### src/hw/rtl/tcw_pkg.sv
// Shared types and codes for the text console writer.
// Holds the controller/datapath command and status structs and the mode codes.
// No dependencies.
`default_nettype none

package tcw_pkg;

  // Operation codes carried in the input tuser field.
  localparam logic [1:0] MODE_PUT  = 2'd0;
  localparam logic [1:0] MODE_SET  = 2'd1;
  localparam logic [1:0] MODE_READ = 2'd2;

  // Character codes that move the cursor to the start of the next row.
  localparam logic [7:0] CHAR_LF = 8'h0A;
  localparam logic [7:0] CHAR_CR = 8'h0D;

  // Commands from the controller to the datapath.
  typedef struct packed {
    logic capture;     // latch the accepted input item
    logic exec;        // carry out the latched item on cursor and store
    logic clear_step;  // write one zero cell during the reset sweep
    logic copy_step;   // move one cell up one row during a scroll
    logic fill_step;   // write one bottom-row cell during a scroll
    logic load_out;    // load the result register
  } cmd_t;

  // Status from the datapath back to the controller.
  typedef struct packed {
    logic scroll_needed;  // the latched item steps past the last row
    logic move_end;       // sweep counter is on the last cell to move
    logic cnt_end;        // sweep counter is on the last cell of the store
  } status_t;

endpackage

`default_nettype wire

### src/hw/rtl/tcw_ctrl.sv
// Controller state machine for the text console writer.
// Sequences the reset sweep, item execution, scroll and result handoff.
// Depends on tcw_pkg.
`default_nettype none

module tcw_ctrl (
  input  wire              clk,
  input  wire              rst,
  input  wire              s_tvalid,
  output logic             s_tready,
  output logic             m_tvalid,
  input  wire              m_tready,
  input  tcw_pkg::status_t status,
  output tcw_pkg::cmd_t    cmd
);
  import tcw_pkg::*;

  typedef enum logic [2:0] {
    ST_CLEAR,
    ST_IDLE,
    ST_EXEC,
    ST_COPY,
    ST_FILL,
    ST_FINISH
  } state_t;

  state_t state;
  logic   out_free;

  // The result register can take a new result when empty or being drained.
  assign out_free = !m_tvalid || m_tready;
  assign s_tready = (state == ST_IDLE);

  // Command decode from the current state.
  always_comb begin
    cmd            = '0;
    cmd.capture    = (state == ST_IDLE) && s_tvalid;
    cmd.exec       = (state == ST_EXEC);
    cmd.clear_step = (state == ST_CLEAR);
    cmd.copy_step  = (state == ST_COPY);
    cmd.fill_step  = (state == ST_FILL);
    cmd.load_out   = (state == ST_FINISH) && out_free;
  end

  // State register and the registered output valid.
  always_ff @(posedge clk) begin
    if (rst) begin
      state    <= ST_CLEAR;
      m_tvalid <= 1'b0;
    end else begin
      if (cmd.load_out) begin
        m_tvalid <= 1'b1;
      end else if (m_tready) begin
        m_tvalid <= 1'b0;
      end
      case (state)
        ST_CLEAR: begin
          if (status.cnt_end) state <= ST_IDLE;
        end
        ST_IDLE: begin
          if (s_tvalid) state <= ST_EXEC;
        end
        ST_EXEC: begin
          if (status.scroll_needed) state <= ST_COPY;
          else                      state <= ST_FINISH;
        end
        ST_COPY: begin
          if (status.move_end) state <= ST_FILL;
        end
        ST_FILL: begin
          if (status.cnt_end) state <= ST_FINISH;
        end
        ST_FINISH: begin
          if (out_free) state <= ST_IDLE;
        end
        default: begin
          state <= ST_IDLE;
        end
      endcase
    end
  end

endmodule

`default_nettype wire

### config.mk
export PLATFORM = sky130hd
export DESIGN_NAME = tcw_ctrl
export DESIGN_NICKNAME = d
export VERILOG_FILES = /design/src/hw/rtl/tcw_pkg.sv /design/src/hw/rtl/tcw_ctrl.sv
export SDC_FILE = /design/constraint.sdc
export NUM_CORES = 1
export LEC_CHECK = 0
export BUFFER_PORTS_ARGS = -buffer_cell sky130_fd_sc_hd__buf_2
export CAP_MARGIN = 30
export CORE_AREA = 2 2 39 41
export DETAILED_ROUTE_END_ITERATION = 12
export DIE_AREA = 0 0 41 43
export HOLD_SLACK_MARGIN = 0.12
export SETUP_SLACK_MARGIN = 0.02
export SKIP_LAST_GASP = 1
export SYNTH_ARGS = -nofsm -noshare
export SYNTH_HDL_FRONTEND = slang
export SYNTH_SLANG_ARGS = --single-unit
### constraint.sdc
create_clock -name clk -period 1.76 [get_ports clk]
set_clock_uncertainty 0.1 [all_clocks]
set_input_delay 0 -clock clk [delete_from_list [all_inputs] [get_ports clk]]
set_output_delay 0 -clock clk [all_outputs]
set_load 0.01 [all_outputs]
# [Word level (Yosys, flattened, before mapping)]
# Index checks and enable logic that the tools add are counted.
[word_totals] reg_bits=4
[op_classes] reduce_logical=7 muxes=9 eq_ne=10
[ops] operator="2-to-1 mux 3 bit" n=6
[ops] operator="one-hot mux 3 bit (6 select lines)" n=1
[ops] operator="!= test 2 bit, second input constant" n=5
[ops] operator="equality test 3 x 2 -> 1 bit, second input constant" n=2
[ops] operator="equality test 3 bit, second input constant" n=2
[ops] operator="AND reduction 5 bit" n=1
[ops] operator="equality test 3 x 1 -> 1 bit, second input constant" n=1
[ops] operator="zero test 3 bit" n=1
[ops] operator="logical AND 1 bit" n=2
[ops] operator="2-to-1 mux 1 bit" n=2
[ops] operator="nonzero test 2 bit" n=1
[ops] operator="zero test 1 bit" n=1
[ops] operator="logical OR 1 bit" n=1

# [Longest topological paths before layout]
# Gate-level depths: netlist (run 1).
[depth] ltp_word=4 ltp_mapped=5 mapped_depth_nobuf=4

# [Worst setup path before layout (run 1)]
# OpenSTA, ideal clock, no wires.
[synth_timing] path_kind="register to register" startpoint="register m_tvalid" endpoint="register state[1]" path_stages_with_launch=5 n_path_buf=0 arrival_ns=1.100 path_slack_ns=0.464 setup_ns=0.096 period_less_slack_ns=1.296 path_cell_list="dfxtp_1 nor4bb_1 o21ai_1 or3_1 o41ai_2"
[synth_via] elab_chain_len=4
[synth_lines] item="start, declared" line="tcw_ctrl.sv:11" rtl="output logic m_tvalid,"
[synth_lines] item="start signal, assigned" line="tcw_ctrl.sv:49" rtl="m_tvalid <= 1'b0;"
[synth_lines] item="start signal, assigned" line="tcw_ctrl.sv:52" rtl="m_tvalid <= 1'b1;"
[synth_lines] item="start signal, assigned" line="tcw_ctrl.sv:54" rtl="m_tvalid <= 1'b0;"
[synth_lines] item="zero test 1 bit" line="tcw_ctrl.sv:31" rtl="assign out_free = !m_tvalid || m_tready;"
[synth_lines] item="logical OR 1 bit" line="tcw_ctrl.sv:31"
[synth_lines] item="!= test 2 bit (no line)"
[synth_lines] item="AND reduction 5 bit (no line)"
[synth_lines] item="end signal, assigned" line="tcw_ctrl.sv:48" rtl="state <= ST_CLEAR;"
[synth_lines] item="end signal, assigned" line="tcw_ctrl.sv:58" rtl="if (status.cnt_end) state <= ST_IDLE;"
[synth_lines] item="end signal, assigned" line="tcw_ctrl.sv:61" rtl="if (s_tvalid) state <= ST_EXEC;"
[synth_lines] item="end, declared" line="tcw_ctrl.sv:27" rtl="state_t state;"
# No other way between the ends.
# A chain may end at the register's enable or synchronous reset.

# [Final worst setup path (run 1)]
[layout_timing] startpoint="register state[1]" endpoint="register m_tvalid"
[layout_via] elab_chain_len=3 word_cells_on_any_way=4
[layout_lines] item="equality test 3 bit *" line="tcw_ctrl.sv:42" rtl="cmd.load_out = (state == ST_FINISH) && out_free;"
[layout_lines] item="logical AND 1 bit *" line="tcw_ctrl.sv:42"
[layout_lines] item="2-to-1 mux 1 bit or nonzero test 2 bit (tied branches)"
# Mark *: on every way between the ends. The rest lies on a longest branch, timed or not.

==> out/metrics.csv, run 1 <==
metric;value;unit
cts-htree-levels;1;
firstDrtPassIters;4;
final_cell_mix;buf_2 (14), nor2_1 (4), dlygate4sd3_1 (4), dfxtp_1 (4);
busiest_layer;met2;
drive_gt1_share;35.09;%
grtUsageMet3;3.141;%
cap_violations;0;
clock-sinks;4;
antenna_found_initial;0;
cp.required;1.78;ns
synth_compound_area_share;21.46;%
diodes;0;
ys_seq_elements;4;
timing.final.crit_share;89.04;%
drv_slew;0;
drcViolationCount;0;
numPortBuffers;14;
core_area;1384;um2
grt_use_met1;13.55;%
final_util;31.28;%
ioPinCount;15;
fin_tns_setup;0;ns
slew-limit-headroom;77.95;%
antenna_left;0;
crit_fanout;9;
finalHoldViolCount;0;
wirelength;706;um
synth.avg_cell_area;7.879;um2
worstMarginPinSlew;0.3285;ns
grt_usage;10.25;%
first_iter_violations;5;
cts_buffers;3;
synth.area.mux_share;3.433;%
syn2layout_area_growth;48.50;%
path_class;register to register;
synth-xor-area-share;0;%
ctsLongestPathBuffers;2;
synth-simple-area-share;37.34;%
hold_class;input pin to register;
vias_per_cell;4.411;
fp.dieW;41;um
start_util;21.07;%
max_freq;638.1;MHz
end_kind;register;
rsz0062_at_grt;false;
hold_ws;0.1797;ns
status;finished, final reports clean;
die_h;43;um
fin_nets;66;
die_area;1763;um2
worstPathArrival;1.58;ns
overflow;0;
dpl_cell_area;370.4;um2
grt_max_degree;10;
ir_drop;0.0002297;V
ys_seq_area_share;27.47;%
vias;322;
cellLeakagePower;0.2094;nW
power;305.5;uW
dp_hpwl;526.8;um
powerDensity;705.7;nW/um2
yosysWarnings;0;
synth_adder_area_share;0;%
cts_root_buf;clkbuf_4;
fin_area;432.9;um2
syn_area;291.5;um2
final_common_cell;buf_2;
min_period;1.567;ns
cts_resized;0;
clkTransAtPathRegs;0.04;ns
grt_pass1_wl;1179;um
final_cells;73;
routedWlPerCell;9.671;um
met2_usage;14.06;%
clock_latency;0.23;ns
dp_cells;66;
finalWeightedCongestion;0.7996;
rows;14;
fin_ws;0.1929;ns
first_global_vias;282;
syn_nets;44;
cts_tree;built;
netlist_instances;37;
synth_top_family_by_area;simple AND/OR/NAND/NOR gates;
start_kind;register;
dp_slack;0.2889;ns
setup_viol;0;
synth_cell_types;23;
## worst paths after layout
kind | startpoint | endpoint | slack (ns) | cells past startpoint
setup / recovery | state[1]$_SDFFE_PP0P_ | m_tvalid$_SDFFE_PP0P_ | 0.19 | 4
hold / removal | status[1] | state[1]$_SDFFE_PP0P_ | 0.18 | 5
setup reg to reg | state[1]$_SDFFE_PP0P_ | m_tvalid$_SDFFE_PP0P_ | 0.19 | 4
hold reg to reg | state[2]$_SDFFE_PP0P_ | state[2]$_SDFFE_PP0P_ | 0.49 | 2
## layout make-up
class | instances | area [um2]
repair buffers | 19 | 117.6
flip-flops and latches | 4 | 80.08
clock buffers | 3 | 22.52
multi-input cells | 28 | 181.4
inverters | 3 | 11.26
well taps | 16 | 20.02
fillers | 154 | 950.9
## layer usage
layer | share of wire [%] | wire, um
met1 | 42 | 299
met3 | 7.2 | 51
met2 | 50 | 355
met4 | 0 | 0
met5 | 0 | 0
## synthesized netlist by cell type
cell / n / area (um2)
buf_6: 1 / 11.26
o21ai_0: 1 / 5.000
nand2b_1: 2 / 12.51
nand2_1: 1 / 3.750
and3_1: 2 / 12.51
dfxtp_1: 4 / 80.08
o21a_1: 1 / 7.510
nor3b_1: 1 / 7.510
or3_1: 1 / 6.260
nand2b_4: 1 / 13.76
nor3_1: 2 / 10.01
nand3_1: 1 / 5.000
and2_1: 1 / 6.260
nor2_1: 4 / 15.01
nor2b_1: 1 / 6.260
mux2i_1: 1 / 10.01
o22a_1: 1 / 8.760
o21ai_1: 2 / 10.01
inv_1: 3 / 11.26
a21oi_1: 3 / 15.01
o41ai_2: 1 / 16.27
buf_4: 1 / 7.510
nor4bb_1: 1 / 10.01
## worst max-delay path, cell delays in order, from the launching register on
cell,delay (ns)
dfxtp_1,0.46
inv_1,0.15
nand3_1,0.13
a21oi_1,0.07
dlygate4sd3_1,0.54
## cells by family after synthesis
kind of cell    after synthesis
flops                         4
mux                           1
buf+inv                       5
simple gates                 18
compound gates                9
## registers in the layout, indices dropped and copies added (netlist names)
register and cells:
m_tvalid 1, state 3
## power breakdown
part           switching, mW  leakage, nW  internal [mW]
registers             0.0111       0.0327         0.0971
clock network         0.0377       0.0138         0.0763
logic                 0.0408        0.163         0.0425
## what timing repair did
| item | 4_1_cts | 5_1_grt |
|---|---|---|
| setup buffers | 0 | 0 |
| hold buffers | 4 | 0 |
| hold endpoints to repair | 4 | 0 |
Note: power is estimated with default switching activity, not from simulation.
==> run 2: changes to the inputs <==
--- a/config.mk
+++ b/config.mk
@@ -11,6 +11,7 @@
 export DETAILED_ROUTE_END_ITERATION = 12
 export DIE_AREA = 0 0 41 43
 export HOLD_SLACK_MARGIN = 0.12
+export PLACE_DENSITY_LB_ADDON = 0.3
 export SETUP_SLACK_MARGIN = 0.02
 export SKIP_LAST_GASP = 1
 export SYNTH_ARGS = -nofsm -noshare
==> out/metrics.csv, run 2 (synthesized netlist as in run 1, its figures left out) <==
metric;value;unit
status;finished, final reports clean;
p_comb_share;26.7;%
wl_met3;65;um
path_class;register to register;
dp_slack;0.3223;ns
ff2ff_path_depth;4;
grt_pass1_wl;1131;um
rsz0062_at_grt;false;
cp.required;1.78;ns
highest_layer;met3;
fp.dieW;41;um
hold_start;status[1];
holdPathStages;5;
drcViolationCount;0;
timing.final.crit_share;89.65;%
ioPinCount;15;
slew-limit-headroom;80.03;%
overflow;0;
fin_ws;0.1822;ns
power;304.2;uW
hold_buffers;4;
cap_violations;0;
p_sw;88.36;uW
dp_hpwl;517.4;um
first_global_vias;293;
wl_met2;271;um
start_util;21.07;%
grt_max_degree;10;
numPortBuffers;14;
cellLeakagePower;0.2094;nW
crit_slowest_cell;dlygate4sd3_1;
post_cts_buffers;0;
cts_root_buf;clkbuf_4;
crit_fanout;9;
antenna_found_initial;0;
min_period;1.578;ns
vias_per_cell;4.370;
cts_resized;0;
cts_buffers;3;
finalWeightedCongestion;0.7247;
finalHoldViolCount;0;
max_stage_delay;0.54;ns
clock_power_share;37.5;%
first_iter_violations;6;
crit_chain;inv_1, nand3_1, a21oi_1, dlygate4sd3_1;
largestRegisters;state (3), m_tvalid (1);
max_flop_register;state;
fin_nets;66;
syn2layout_area_growth;48.50;%
setup_viol;0;
grt_usage;9.839;%
timing.rr.start;state[1]$_SDFFE_PP0P_;
drive_gt1_share;35.09;%
clock-sinks;4;
start_kind;register;
clkTransAtPathRegs;0.04;ns
netSwitchingFraction;29.05;%
seqPwrFrac;35.7;%
min_to;state[1]$_SDFFE_PP0P_;
wl_met1;317;um
ctsLongestPathBuffers;2;
p_int;215.8;uW
hold_class;input pin to register;
drv_slew;0;
ir_drop;0.0003869;V
cp-startpoint;state[1]$_SDFFE_PP0P_;
cts-htree-levels;1;
max_freq;633.8;MHz
largest_reg_flops;3;
worstPathArrival;1.60;ns
end_kind;register;
cts_tree;built;
clock_latency;0.23;ns
rows;14;
reg2reg_to;m_tvalid$_SDFFE_PP0P_;
die_area;1763;um2
fin_tns_setup;0;ns
die_h;43;um
core_area;1384;um2
antenna_left;0;
routedWlPerCell;8.959;um
wirelength;654;um
diodes;0;
final_cell_mix;buf_2 (14), nor2_1 (4), dlygate4sd3_1 (4), dfxtp_1 (4);
final_common_cell;buf_2;
powerDensity;702.6;nW/um2
firstDrtPassIters;4;
worstMarginPinSlew;0.2976;ns
vias;319;
rrSetupSlack;0.18;ns
==> run 2: cell type report <==
type                       count  area, um2
clock buffer                   3      22.52
fill                         149      950.9
timing repair buffer          19      117.6
multi-input combinational     28      181.4
tap                           16      20.02
sequential                     4      80.08
inverter                       3      11.26
==> run 2: routing by layer <==
metal / GRT usage [%] / vias up
met5: 0 / -
met2: 13.44 / 13
met1: 11.58 / 136
met3: 8.377 / 0
li1: - / 170
met4: 2.000 / 0
==> run 2: how the worst max path moves through the flow <==
stage	to
after floorplan	state[1]$_SDFFE_PP0P_
after global placement	state[1]$_SDFFE_PP0P_
after detailed placement	state[1]$_SDFFE_PP0P_
after CTS	m_tvalid$_SDFFE_PP0P_
after global routing	m_tvalid$_SDFFE_PP0P_
final	m_tvalid$_SDFFE_PP0P_
==> run 2: power by group through the flow <==
stage	clock (mW)	sequential [mW]	combinational [mW]
after global placement	0	0.111	0.0773
after floorplan	0	0.102	0.0589
after detailed placement	0	0.110	0.0771
after global routing	0.130	0.111	0.0925
final	0.114	0.109	0.0813
after CTS	0.120	0.109	0.0827
==> run 2: metrics by stage <==
step / util (%) / hold WS, ns / cell area (um2) / cells
after floorplan: - / -0.03093 / 291.5 / 37
after global placement: 26.76 / 0.1432 / 370.4 / 66
after detailed placement: 26.76 / 0.1388 / 370.4 / 66
after CTS: 31.28 / 0.1646 / 432.9 / 73
after global routing: 31.28 / 0.2059 / 432.9 / 73
final: 31.28 / 0.1635 / 432.9 / 73
==> run 2: critical path: cells and delay by family, from the launching register on <==
family / cells / cell delay (ns)
AOI/OAI and AO/OA: 1 / 0.07
buffers and inverters: 2 / 0.69
DFF: 1 / 0.47
and+or+nand+nor: 1 / 0.13
